$ cat config.mk
export PLATFORM = sky130hd
export DESIGN_NAME = pid_antiwindup_controller
export DESIGN_NICKNAME = d
export VERILOG_FILES = /design/src/rtl/core/pidaw_pkg.sv /design/src/rtl/core/pidaw_csr.sv /design/src/rtl/core/pidaw_mul.sv /design/src/rtl/core/pid_antiwindup_controller.sv
export SDC_FILE = /design/constraint.sdc
export NUM_CORES = 2
export LEC_CHECK = 0
export ABC_AREA = 1
export BUFFER_PORTS_ARGS = -buffer_cell sky130_fd_sc_hd__buf_2
export CORE_MARGIN = 5
export CORE_UTILIZATION = 35
export DETAILED_ROUTE_END_ITERATION = 12
export GPL_ROUTABILITY_DRIVEN = 0
export SLEW_MARGIN = 25
export SYNTH_ARGS = -nofsm -noshare
export SYNTH_HDL_FRONTEND = slang
export SYNTH_SLANG_ARGS = --single-unit
$ cat constraint.sdc
create_clock -name clock -period 8.1 [get_ports clock]
set_input_delay 0.405 -clock clock [delete_from_list [all_inputs] [get_ports clock]]
set_output_delay 0.405 -clock clock [all_outputs]
set_load 0.03 [all_outputs]
$ cat src/rtl/core/pidaw_pkg.sv
// ----------------------------------------------------------------------------
// pidaw_pkg
// Shared widths, word types and register indexes of the anti-windup PID.
// ----------------------------------------------------------------------------
package pidaw_pkg;

   localparam int SAMPLE_W = 16;   // Q.8 samples
   localparam int DT_W     = 16;   // Q0.16 seconds
   localparam int GAIN_W   = 16;   // Q4.12 gains
   localparam int ACC_W    = 32;   // Q.16 integral
   localparam int WL_W     = 31;
   localparam int MX_W     = 23;
   localparam int DRIVE_W  = 24;

   localparam int CSR_IDX_W  = 3;
   localparam int CSR_DATA_W = 31;

   localparam int ERR_W  = SAMPLE_W + 1;
   // multiplier: narrow signed side and wide signed side
   localparam int MUL_A_W = ERR_W;
   localparam int MUL_B_W = ACC_W;
   localparam int PROD_W  = MUL_A_W + MUL_B_W;
   // integral candidate before the windup clamp
   localparam int CAND_W = ACC_W + 2;
   // Q.28 output sum, and Q.8 value after the shift by 20
   localparam int SUM_W  = ACC_W + GAIN_W + 2;
   localparam int FRAC_SHIFT = 20;
   localparam int OUTV_W = SUM_W - FRAC_SHIFT;

   localparam logic [CSR_IDX_W-1:0] CSR_KP_GAIN      = 3'd0;
   localparam logic [CSR_IDX_W-1:0] CSR_KI_GAIN      = 3'd1;
   localparam logic [CSR_IDX_W-1:0] CSR_KD_GAIN      = 3'd2;
   localparam logic [CSR_IDX_W-1:0] CSR_WINDUP_LIMIT = 3'd3;
   localparam logic [CSR_IDX_W-1:0] CSR_MAX_OUTPUT   = 3'd4;

   localparam logic [GAIN_W-1:0] KP_RESET = 16'd4915;
   localparam logic [GAIN_W-1:0] KI_RESET = 16'd819;
   localparam logic [GAIN_W-1:0] KD_RESET = 16'd1229;
   localparam logic [WL_W-1:0]   WL_RESET = 31'd6553600;
   localparam logic [MX_W-1:0]   MX_RESET = 23'd51200;

   typedef struct packed {
      logic signed [SAMPLE_W-1:0] setpoint;
      logic signed [SAMPLE_W-1:0] measured;
      logic signed [SAMPLE_W-1:0] rate;
      logic        [DT_W-1:0]     time_step;
   } req_type;

   typedef struct packed {
      logic signed [DRIVE_W-1:0] drive;
      logic                      clamped;
   } rsp_type;

   typedef struct packed {
      logic [GAIN_W-1:0] kp_gain;
      logic [GAIN_W-1:0] ki_gain;
      logic [GAIN_W-1:0] kd_gain;
      logic [WL_W-1:0]   windup_limit;
      logic [MX_W-1:0]   max_output;
   } cfg_type;

endpackage

$ cat src/rtl/core/pidaw_csr.sv
// ----------------------------------------------------------------------------
// pidaw_csr
// Gain and limit registers, written through a plain indexed write port.
// ----------------------------------------------------------------------------
module pidaw_csr
   import pidaw_pkg::*;
(
   input  logic                  clock,
   input  logic                  reset,
   input  logic                  csr_we,
   input  logic [CSR_IDX_W-1:0]  csr_index,
   input  logic [CSR_DATA_W-1:0] csr_wdata,
   output cfg_type               cfg
);

   cfg_type cfg_ff;
   cfg_type cfg_in;

   always_comb begin
      cfg_in = cfg_ff;
      if (csr_we) begin
         case (csr_index)
            CSR_KP_GAIN:      cfg_in.kp_gain      = csr_wdata[GAIN_W-1:0];
            CSR_KI_GAIN:      cfg_in.ki_gain      = csr_wdata[GAIN_W-1:0];
            CSR_KD_GAIN:      cfg_in.kd_gain      = csr_wdata[GAIN_W-1:0];
            CSR_WINDUP_LIMIT: cfg_in.windup_limit = csr_wdata[WL_W-1:0];
            CSR_MAX_OUTPUT:   cfg_in.max_output   = csr_wdata[MX_W-1:0];
            default:          cfg_in = cfg_ff;   // unknown index: dropped
         endcase
      end
   end

   always_ff @(posedge clock) begin
      if (reset) begin
         cfg_ff.kp_gain      <= KP_RESET;
         cfg_ff.ki_gain      <= KI_RESET;
         cfg_ff.kd_gain      <= KD_RESET;
         cfg_ff.windup_limit <= WL_RESET;
         cfg_ff.max_output   <= MX_RESET;
      end else begin
         cfg_ff <= cfg_in;
      end
   end

   assign cfg = cfg_ff;

endmodule

$ cat src/rtl/core/pidaw_mul.sv
// ----------------------------------------------------------------------------
// pidaw_mul
// Shared signed multiplier with a registered product.
// ----------------------------------------------------------------------------
module pidaw_mul
   import pidaw_pkg::*;
(
   input  logic                      clock,
   input  logic signed [MUL_A_W-1:0] mul_a,
   input  logic signed [MUL_B_W-1:0] mul_b,
   output logic signed [PROD_W-1:0]  prod
);

   logic signed [PROD_W-1:0] prod_ff;

   always_ff @(posedge clock) begin
      prod_ff <= PROD_W'(mul_a) * PROD_W'(mul_b);
   end

   assign prod = prod_ff;

endmodule

$ cat src/rtl/core/pid_antiwindup_controller.sv
// ----------------------------------------------------------------------------
// pid_antiwindup_controller
// Fixed-point PID with conditional-integration anti-windup.
// ----------------------------------------------------------------------------
// Usage:
//   req_* : valid/ready channel, one word = setpoint, measured, rate,
//           time_step. req_ready is high only while the sequencer is idle.
//   rsp_* : valid/ready channel, one word = drive, clamped per request.
//   csr_* : write-only gain/limit registers; write while the block is idle.
// Timing:
//   One shared 17x32 multiplier runs four products in sequence (err*dt,
//   kp*err, ki*candidate, kd*rate), stepping through MDT, CAND, MKI, MKD,
//   SUB and FIN; the response is registered in FIN, then back to IDLE.
//   A zero time_step skips the arithmetic and goes straight to FIN: drive 0.
//   The response sits in an output register, so a new request is taken
//   while it waits; if rsp_ready stays low, the next result holds in the
//   final step until the output register frees up.
// Reset:
//   Synchronous, active high. Gains and limits return to defaults, the
//   integral clears and the first-step flag is set, so the first request
//   with a nonzero time_step starts from an empty integral.
// ----------------------------------------------------------------------------
module pid_antiwindup_controller
   import pidaw_pkg::*;
(
   input  logic                  clock,
   input  logic                  reset,
   input  logic                  req_valid,
   output logic                  req_ready,
   input  req_type               req_data,
   output logic                  rsp_valid,
   input  logic                  rsp_ready,
   output rsp_type               rsp_data,
   input  logic                  csr_we,
   input  logic [CSR_IDX_W-1:0]  csr_index,
   input  logic [CSR_DATA_W-1:0] csr_wdata
);

   typedef enum logic [2:0] {
      S_IDLE,
      S_MDT,
      S_CAND,
      S_MKI,
      S_MKD,
      S_SUB,
      S_FIN
   } state_type;

   cfg_type cfg;

   state_type                 state_ff, state_in;
   logic                      zero_ff, zero_in;
   logic                      first_ff, first_in;
   logic signed [ERR_W-1:0]   err_ff, err_in;
   logic signed [SAMPLE_W-1:0] rate_ff, rate_in;
   logic [DT_W-1:0]           dt_ff, dt_in;
   logic signed [ACC_W-1:0]   cand_ff, cand_in;
   logic signed [ACC_W-1:0]   integ_ff, integ_in;
   logic signed [SUM_W-1:0]   sum_ff, sum_in;
   logic                      rsp_valid_ff, rsp_valid_in;
   rsp_type                   rsp_ff, rsp_in;

   logic signed [MUL_A_W-1:0] mul_a;
   logic signed [MUL_B_W-1:0] mul_b;
   logic signed [PROD_W-1:0]  prod;

   logic signed [ACC_W-1:0]   integ_eff;
   logic signed [CAND_W-1:0]  cand_sum;
   logic signed [CAND_W-1:0]  wl_s;
   logic signed [SUM_W-1:0]   prod_q28;
   logic signed [SUM_W-1:0]   prod_full;
   logic signed [OUTV_W-1:0]  outv;
   logic signed [OUTV_W-1:0]  mx_s;
   logic signed [OUTV_W-1:0]  lim;
   logic                      over, under, keep;
   logic                      out_free;

   pidaw_csr u_csr (
      .clock     (clock),
      .reset     (reset),
      .csr_we    (csr_we),
      .csr_index (csr_index),
      .csr_wdata (csr_wdata),
      .cfg       (cfg)
   );

   pidaw_mul u_mul (
      .clock (clock),
      .mul_a (mul_a),
      .mul_b (mul_b),
      .prod  (prod)
   );

   // operand select for the shared multiplier; product shows up next state
   always_comb begin
      case (state_ff)
         S_MDT: begin
            mul_a = err_ff;
            mul_b = MUL_B_W'($signed({1'b0, dt_ff}));
         end
         S_CAND: begin
            mul_a = err_ff;
            mul_b = MUL_B_W'($signed({1'b0, cfg.kp_gain}));
         end
         S_MKI: begin
            mul_a = MUL_A_W'($signed({1'b0, cfg.ki_gain}));
            mul_b = cand_ff;
         end
         S_MKD: begin
            mul_a = MUL_A_W'(rate_ff);
            mul_b = MUL_B_W'($signed({1'b0, cfg.kd_gain}));
         end
         default: begin
            mul_a = err_ff;
            mul_b = MUL_B_W'($signed({1'b0, dt_ff}));
         end
      endcase
   end

   // integral candidate: err*dt is Q.24, shift to Q.16 (floor), clamp
   assign integ_eff = first_ff ? '0 : integ_ff;
   assign cand_sum  = CAND_W'(integ_eff) + $signed(prod[8 +: CAND_W]);
   assign wl_s      = CAND_W'($signed({1'b0, cfg.windup_limit}));

   // Q.20 products scaled to Q.28; ki*cand is already Q.28
   assign prod_q28  = SUM_W'($signed({prod[PROD_W-9:0], 8'b0}));
   assign prod_full = SUM_W'(prod);

   // Q.28 sum to Q.8 (floor), then output clamp
   assign outv  = sum_ff[SUM_W-1:FRAC_SHIFT];
   assign mx_s  = OUTV_W'($signed({1'b0, cfg.max_output}));
   assign over  = outv > mx_s;
   assign under = outv < -mx_s;
   assign lim   = over ? mx_s : (under ? -mx_s : outv);
   // keep the candidate unless saturated with the error pushing further out
   assign keep  = !(over || under) || (over && err_ff < 0) || (under && err_ff > 0);

   assign out_free = !rsp_valid_ff || rsp_ready;

   always_comb begin
      state_in     = state_ff;
      zero_in      = zero_ff;
      first_in     = first_ff;
      err_in       = err_ff;
      rate_in      = rate_ff;
      dt_in        = dt_ff;
      cand_in      = cand_ff;
      integ_in     = integ_ff;
      sum_in       = sum_ff;
      rsp_in       = rsp_ff;
      rsp_valid_in = rsp_valid_ff && !rsp_ready;

      case (state_ff)
         S_IDLE: begin
            if (req_valid) begin
               err_in  = ERR_W'(req_data.setpoint) - ERR_W'(req_data.measured);
               rate_in = req_data.rate;
               dt_in   = req_data.time_step;
               zero_in = (req_data.time_step == '0);
               state_in = (req_data.time_step == '0) ? S_FIN : S_MDT;
            end
         end
         S_MDT: begin
            state_in = S_CAND;
         end
         S_CAND: begin
            if (cand_sum > wl_s) begin
               cand_in = wl_s[ACC_W-1:0];
            end else if (cand_sum < -wl_s) begin
               cand_in = ACC_W'(-wl_s);
            end else begin
               cand_in = cand_sum[ACC_W-1:0];
            end
            state_in = S_MKI;
         end
         S_MKI: begin
            sum_in   = prod_q28;            // kp*err
            state_in = S_MKD;
         end
         S_MKD: begin
            sum_in   = sum_ff + prod_full;  // + ki*cand
            state_in = S_SUB;
         end
         S_SUB: begin
            sum_in   = sum_ff - prod_q28;   // - kd*rate
            state_in = S_FIN;
         end
         S_FIN: begin
            if (out_free) begin
               rsp_valid_in = 1'b1;
               if (zero_ff) begin
                  rsp_in.drive   = '0;
                  rsp_in.clamped = 1'b0;
               end else begin
                  rsp_in.drive   = lim[DRIVE_W-1:0];
                  rsp_in.clamped = over || under;
                  integ_in       = keep ? cand_ff : integ_eff;
                  first_in       = 1'b0;
               end
               state_in = S_IDLE;
            end
         end
         default: begin
            state_in = S_IDLE;
         end
      endcase
   end

   always_ff @(posedge clock) begin
      if (reset) begin
         state_ff     <= S_IDLE;
         first_ff     <= 1'b1;
         integ_ff     <= '0;
         rsp_valid_ff <= 1'b0;
      end else begin
         state_ff     <= state_in;
         first_ff     <= first_in;
         integ_ff     <= integ_in;
         rsp_valid_ff <= rsp_valid_in;
      end
   end

   always_ff @(posedge clock) begin
      zero_ff <= zero_in;
      err_ff  <= err_in;
      rate_ff <= rate_in;
      dt_ff   <= dt_in;
      cand_ff <= cand_in;
      sum_ff  <= sum_in;
      rsp_ff  <= rsp_in;
   end

   assign req_ready = (state_ff == S_IDLE);
   assign rsp_valid = rsp_valid_ff;
   assign rsp_data  = rsp_ff;

endmodule

==> impl_metrics.env <==
export IMPL_ys_flop_type="dfxtp_1"
export IMPL_drc=0
export IMPL_insertion_delay_ps=610
export IMPL_cts_root_buffer="clkbuf_16"
export IMPL_regArea_mm2=0.00848
export IMPL_ys_seq_area_frac=0.185
export IMPL_grt_pass1_vias=42718
export IMPL_postRouteAntennaNets=0
export IMPL_synth_fp_nets=7172
export IMPL_grtUsageMet1=0.336
export IMPL_clk_pin_slew_ps=60
export IMPL_max_slew_margin_rel=0.269
export IMPL_fin_crit_ps=7740
export IMPL_fmax_mhz=129
export IMPL_vias=43101
export IMPL_cp_arrival_ps=8200
export IMPL_worst_setup_path_start_kind="register"
export IMPL_fp_coreArea_mm2=0.130
export IMPL_syn_area_mm2=0.0458
export IMPL_whs_ps=35.6
export IMPL_cts_made_buffers=40
export IMPL_path_max_fanout=19
export IMPL_rsz0062_at_grt="no"
export IMPL_fp_dieH_um=372
export IMPL_num_nets_final=7320
export IMPL_htreeDepth=2
export IMPL_cap_violations=0
export IMPL_portBuffers=129
export IMPL_synthArstFlopShare=0
export IMPL_grt_total_usage=0.242
export IMPL_layout_drive_gt1_share=0.0611
export IMPL_synth_avg_cell_area_um2=7.42
export IMPL_path_delay_family="adder cells"
export IMPL_diodes=0
export IMPL_instances_no_fill=8094
export IMPL_synth_top_cell_by_area="fa_1"
export IMPL_die_w_um=372
export IMPL_syn_inst=6172
export IMPL_fp_row_count=132
export IMPL_min_path_type="input port to register"
export IMPL_clock_skew_ps=29.7
export IMPL_setup_viol=0
export IMPL_routed_wl_mm=169
export IMPL_cp_buffers_inverters=9
export IMPL_grt_overflow=0
export IMPL_cts_buffer_depth=3
export IMPL_n_fill_cell=13636
export IMPL_grt_pass1_wl_mm=258
export IMPL_die_area_mm2=0.138
export IMPL_worstPathRequired_ps=8570
export IMPL_grt_busiest_layer="met2"
export IMPL_critPathSlowestCell="fa_1"
export IMPL_ys_warn_count=0
export IMPL_start_util=0.353
export IMPL_areaGrowthSynthToFinish_pct=10.2
export IMPL_critPathKind="register to register"
export IMPL_dp_slack_ps=284
export IMPL_hold_viol=0
export IMPL_viasPerCell=5.33
export IMPL_cts_sinks=345
export IMPL_setup_ws_ps=364
export IMPL_synth_enable_flop_cells=157
export IMPL_end_kind="register"
export IMPL_synth_top_area_frac=0.229
export IMPL_drtPass1Iterations=6
export IMPL_synth_seq_cells=345
export IMPL_multi_input_area_mm2=0.0322
export IMPL_slew_viol_final=0
export IMPL_use_met2=0.370
export IMPL_placed_cells=7991
export IMPL_status="complete, no violations"
export IMPL_grt_antenna_before_repair=1
export IMPL_ys_types=56
export IMPL_grt_start_max_net_pins=52
export IMPL_ios=130
export IMPL_dp_hpwl_mm=138
export IMPL_yosys_top_cells_area="fa_1, edfxtp_1, ha_1"
export IMPL_setup_tns_final_ps=0
export IMPL_tightest_slew_ps=1090
export IMPL_critPathMaxStageDelay_ps=600
export IMPL_path_common_cell="fa_1"
export IMPL_avgRoutedWirePerCell_um=20.9
export IMPL_grtUsageMet3=0.0446
export IMPL_finalCritPeriodShare=0.955
export IMPL_cts_tree="done"
export IMPL_drt_iter0_markers=4845
kinds of logic (layout without fill, tap and decap cells):
group,Yosys count,after routing,synth area share
and+or+nand+nor,2460,2460,0.224
buffers and inverters,1335,1515,0.112
DFF,345,345,0.185
AOI/OAI and AO/OA,991,991,0.120
adders and majority gates,897,897,0.331
xor gates and xnor gates,144,144,0.0277
final timing paths:
kind	start	endpoint	slack [ps]	cells after the start
setup / recovery	state_ff[1]	u_mul.prod[43]	360	25
hold / removal	req_data[6]	dt_ff[6]	40	1
setup reg to reg	state_ff[1]	u_mul.prod[43]	360	25
hold reg to reg	u_csr.cfg[82]	u_csr.cfg[82]	460	2
per-stage QoR:
| step | instance area, um2 | utilization |
|---|---|---|
| floorplan | 45800 | - |
| global placement | 48800 | 0.376 |
| detailed placement | 48800 | 0.376 |
| CTS | 50500 | 0.389 |
| global route | 50500 | 0.389 |
| finish | 50500 | 0.389 |
cell usage after synthesis, types with 3 or more instances:
| library cell | instances |
|---|---|
| a211oi_1 | 4 |
| a21boi_0 | 13 |
| a21o_1 | 29 |
| a21oi_1 | 437 |
| a21oi_2 | 5 |
| a221oi_1 | 12 |
| a22o_1 | 11 |
| a31oi_1 | 34 |
| and2_1 | 5 |
| and3_1 | 5 |
| buf_1 | 9 |
| buf_2 | 78 |
| clkbuf_1 | 68 |
| clkinv_1 | 14 |
| dfxtp_1 | 188 |
| edfxtp_1 | 157 |
| fa_1 | 525 |
| ha_1 | 372 |
| inv_1 | 1144 |
| inv_2 | 14 |
| inv_4 | 4 |
| nand2_1 | 1221 |
| nand2_2 | 5 |
| nand3_1 | 284 |
| nand3b_1 | 29 |
| nand4_1 | 88 |
| nor2_1 | 706 |
| nor2_2 | 9 |
| nor2_4 | 6 |
| nor3_1 | 48 |
| nor4_1 | 35 |
| o2111ai_1 | 8 |
| o211ai_1 | 24 |
| o21a_1 | 14 |
| o21ai_0 | 334 |
| o21ai_1 | 15 |
| o21ai_2 | 7 |
| o21bai_1 | 30 |
| o221ai_1 | 3 |
| o22ai_1 | 5 |
| or2_2 | 13 |
| xnor2_1 | 32 |
| xor2_1 | 111 |
worst register-to-register path: stages (launching register included):
cell	delay, ps
dfxtp_1	490
inv_1	220
nor3_4	190
buf_4	180
inv_4	100
buf_4	230
buf_4	220
nor2_4	300
clkinv_1	390
nor2_1	250
fa_1	470
fa_1	600
fa_1	450
fa_1	470
fa_1	520
inv_1	50
fa_1	530
inv_1	60
ha_1	370
a21oi_1	220
inv_1	60
a31oi_1	290
o21ai_0	210
a221oi_1	400
nand3_1	170
xor2_1	170
layout by cell type (no fill, tap or decap), types with 29 or more instances in the layout:
| cell | instances |
|---|---|
| nand2_1 | 1220 |
| inv_1 | 1142 |
| nor2_1 | 706 |
| fa_1 | 525 |
| a21oi_1 | 433 |
| ha_1 | 372 |
| o21ai_0 | 333 |
| nand3_1 | 284 |
| dfxtp_1 | 188 |
| edfxtp_1 | 157 |
| buf_2 | 129 |
| xor2_1 | 111 |
| buf_4 | 106 |
| nand4_1 | 88 |
| nor3_1 | 47 |
| clkbuf_16 | 41 |
| nor4_1 | 34 |
| a31oi_1 | 34 |
| xnor2_1 | 32 |
| o21bai_1 | 30 |
| a21o_1 | 29 |
| nand3b_1 | 29 |
per-layer routing:
| metal | routed length, um | up-vias |
|---|---|---|
| met5 | 24 | - |
| met4 | 8960 | 4 |
| met3 | 16600 | 409 |
| met2 | 71500 | 2078 |
| met1 | 71700 | 20674 |
| li1 | - | 19936 |
registers in the layout (all words and copies together), names as in the netlist:
name / cells
rsp_data: 25
integ_ff: 32
cand_ff: 32
state_ff: 3
err_ff: 17
dt_ff: 16
u_csr.cfg: 102
u_mul.prod: 49
zero_ff: 1
rsp_valid: 1
rate_ff: 16
first_ff: 1
sum_ff: 50
cell type report:
type                            count  area share
Inverter                         1176      0.0878
Multi-Input combinational cell   4492       0.638
Clock inverter                     30     0.00776
Clock buffer                       44      0.0205
Timing Repair Buffer              265      0.0345
Sequential cell                   345       0.168
Tap cell                         1742      0.0432
timing repair:
| action | in CTS | in global routing |
|---|---|---|
| setup endpoints to repair | 0 | 13 |
| gates resized for setup | 0 | 10 |
| buffers inserted | 0 | 1 |
| hold buffers | 28 | 0 |
| hold endpoints to repair | 28 | 0 |
Power is left out: the tool's default activity adds up to more than one toggle a clock period on the data nets, which glitch-free logic cannot reach.
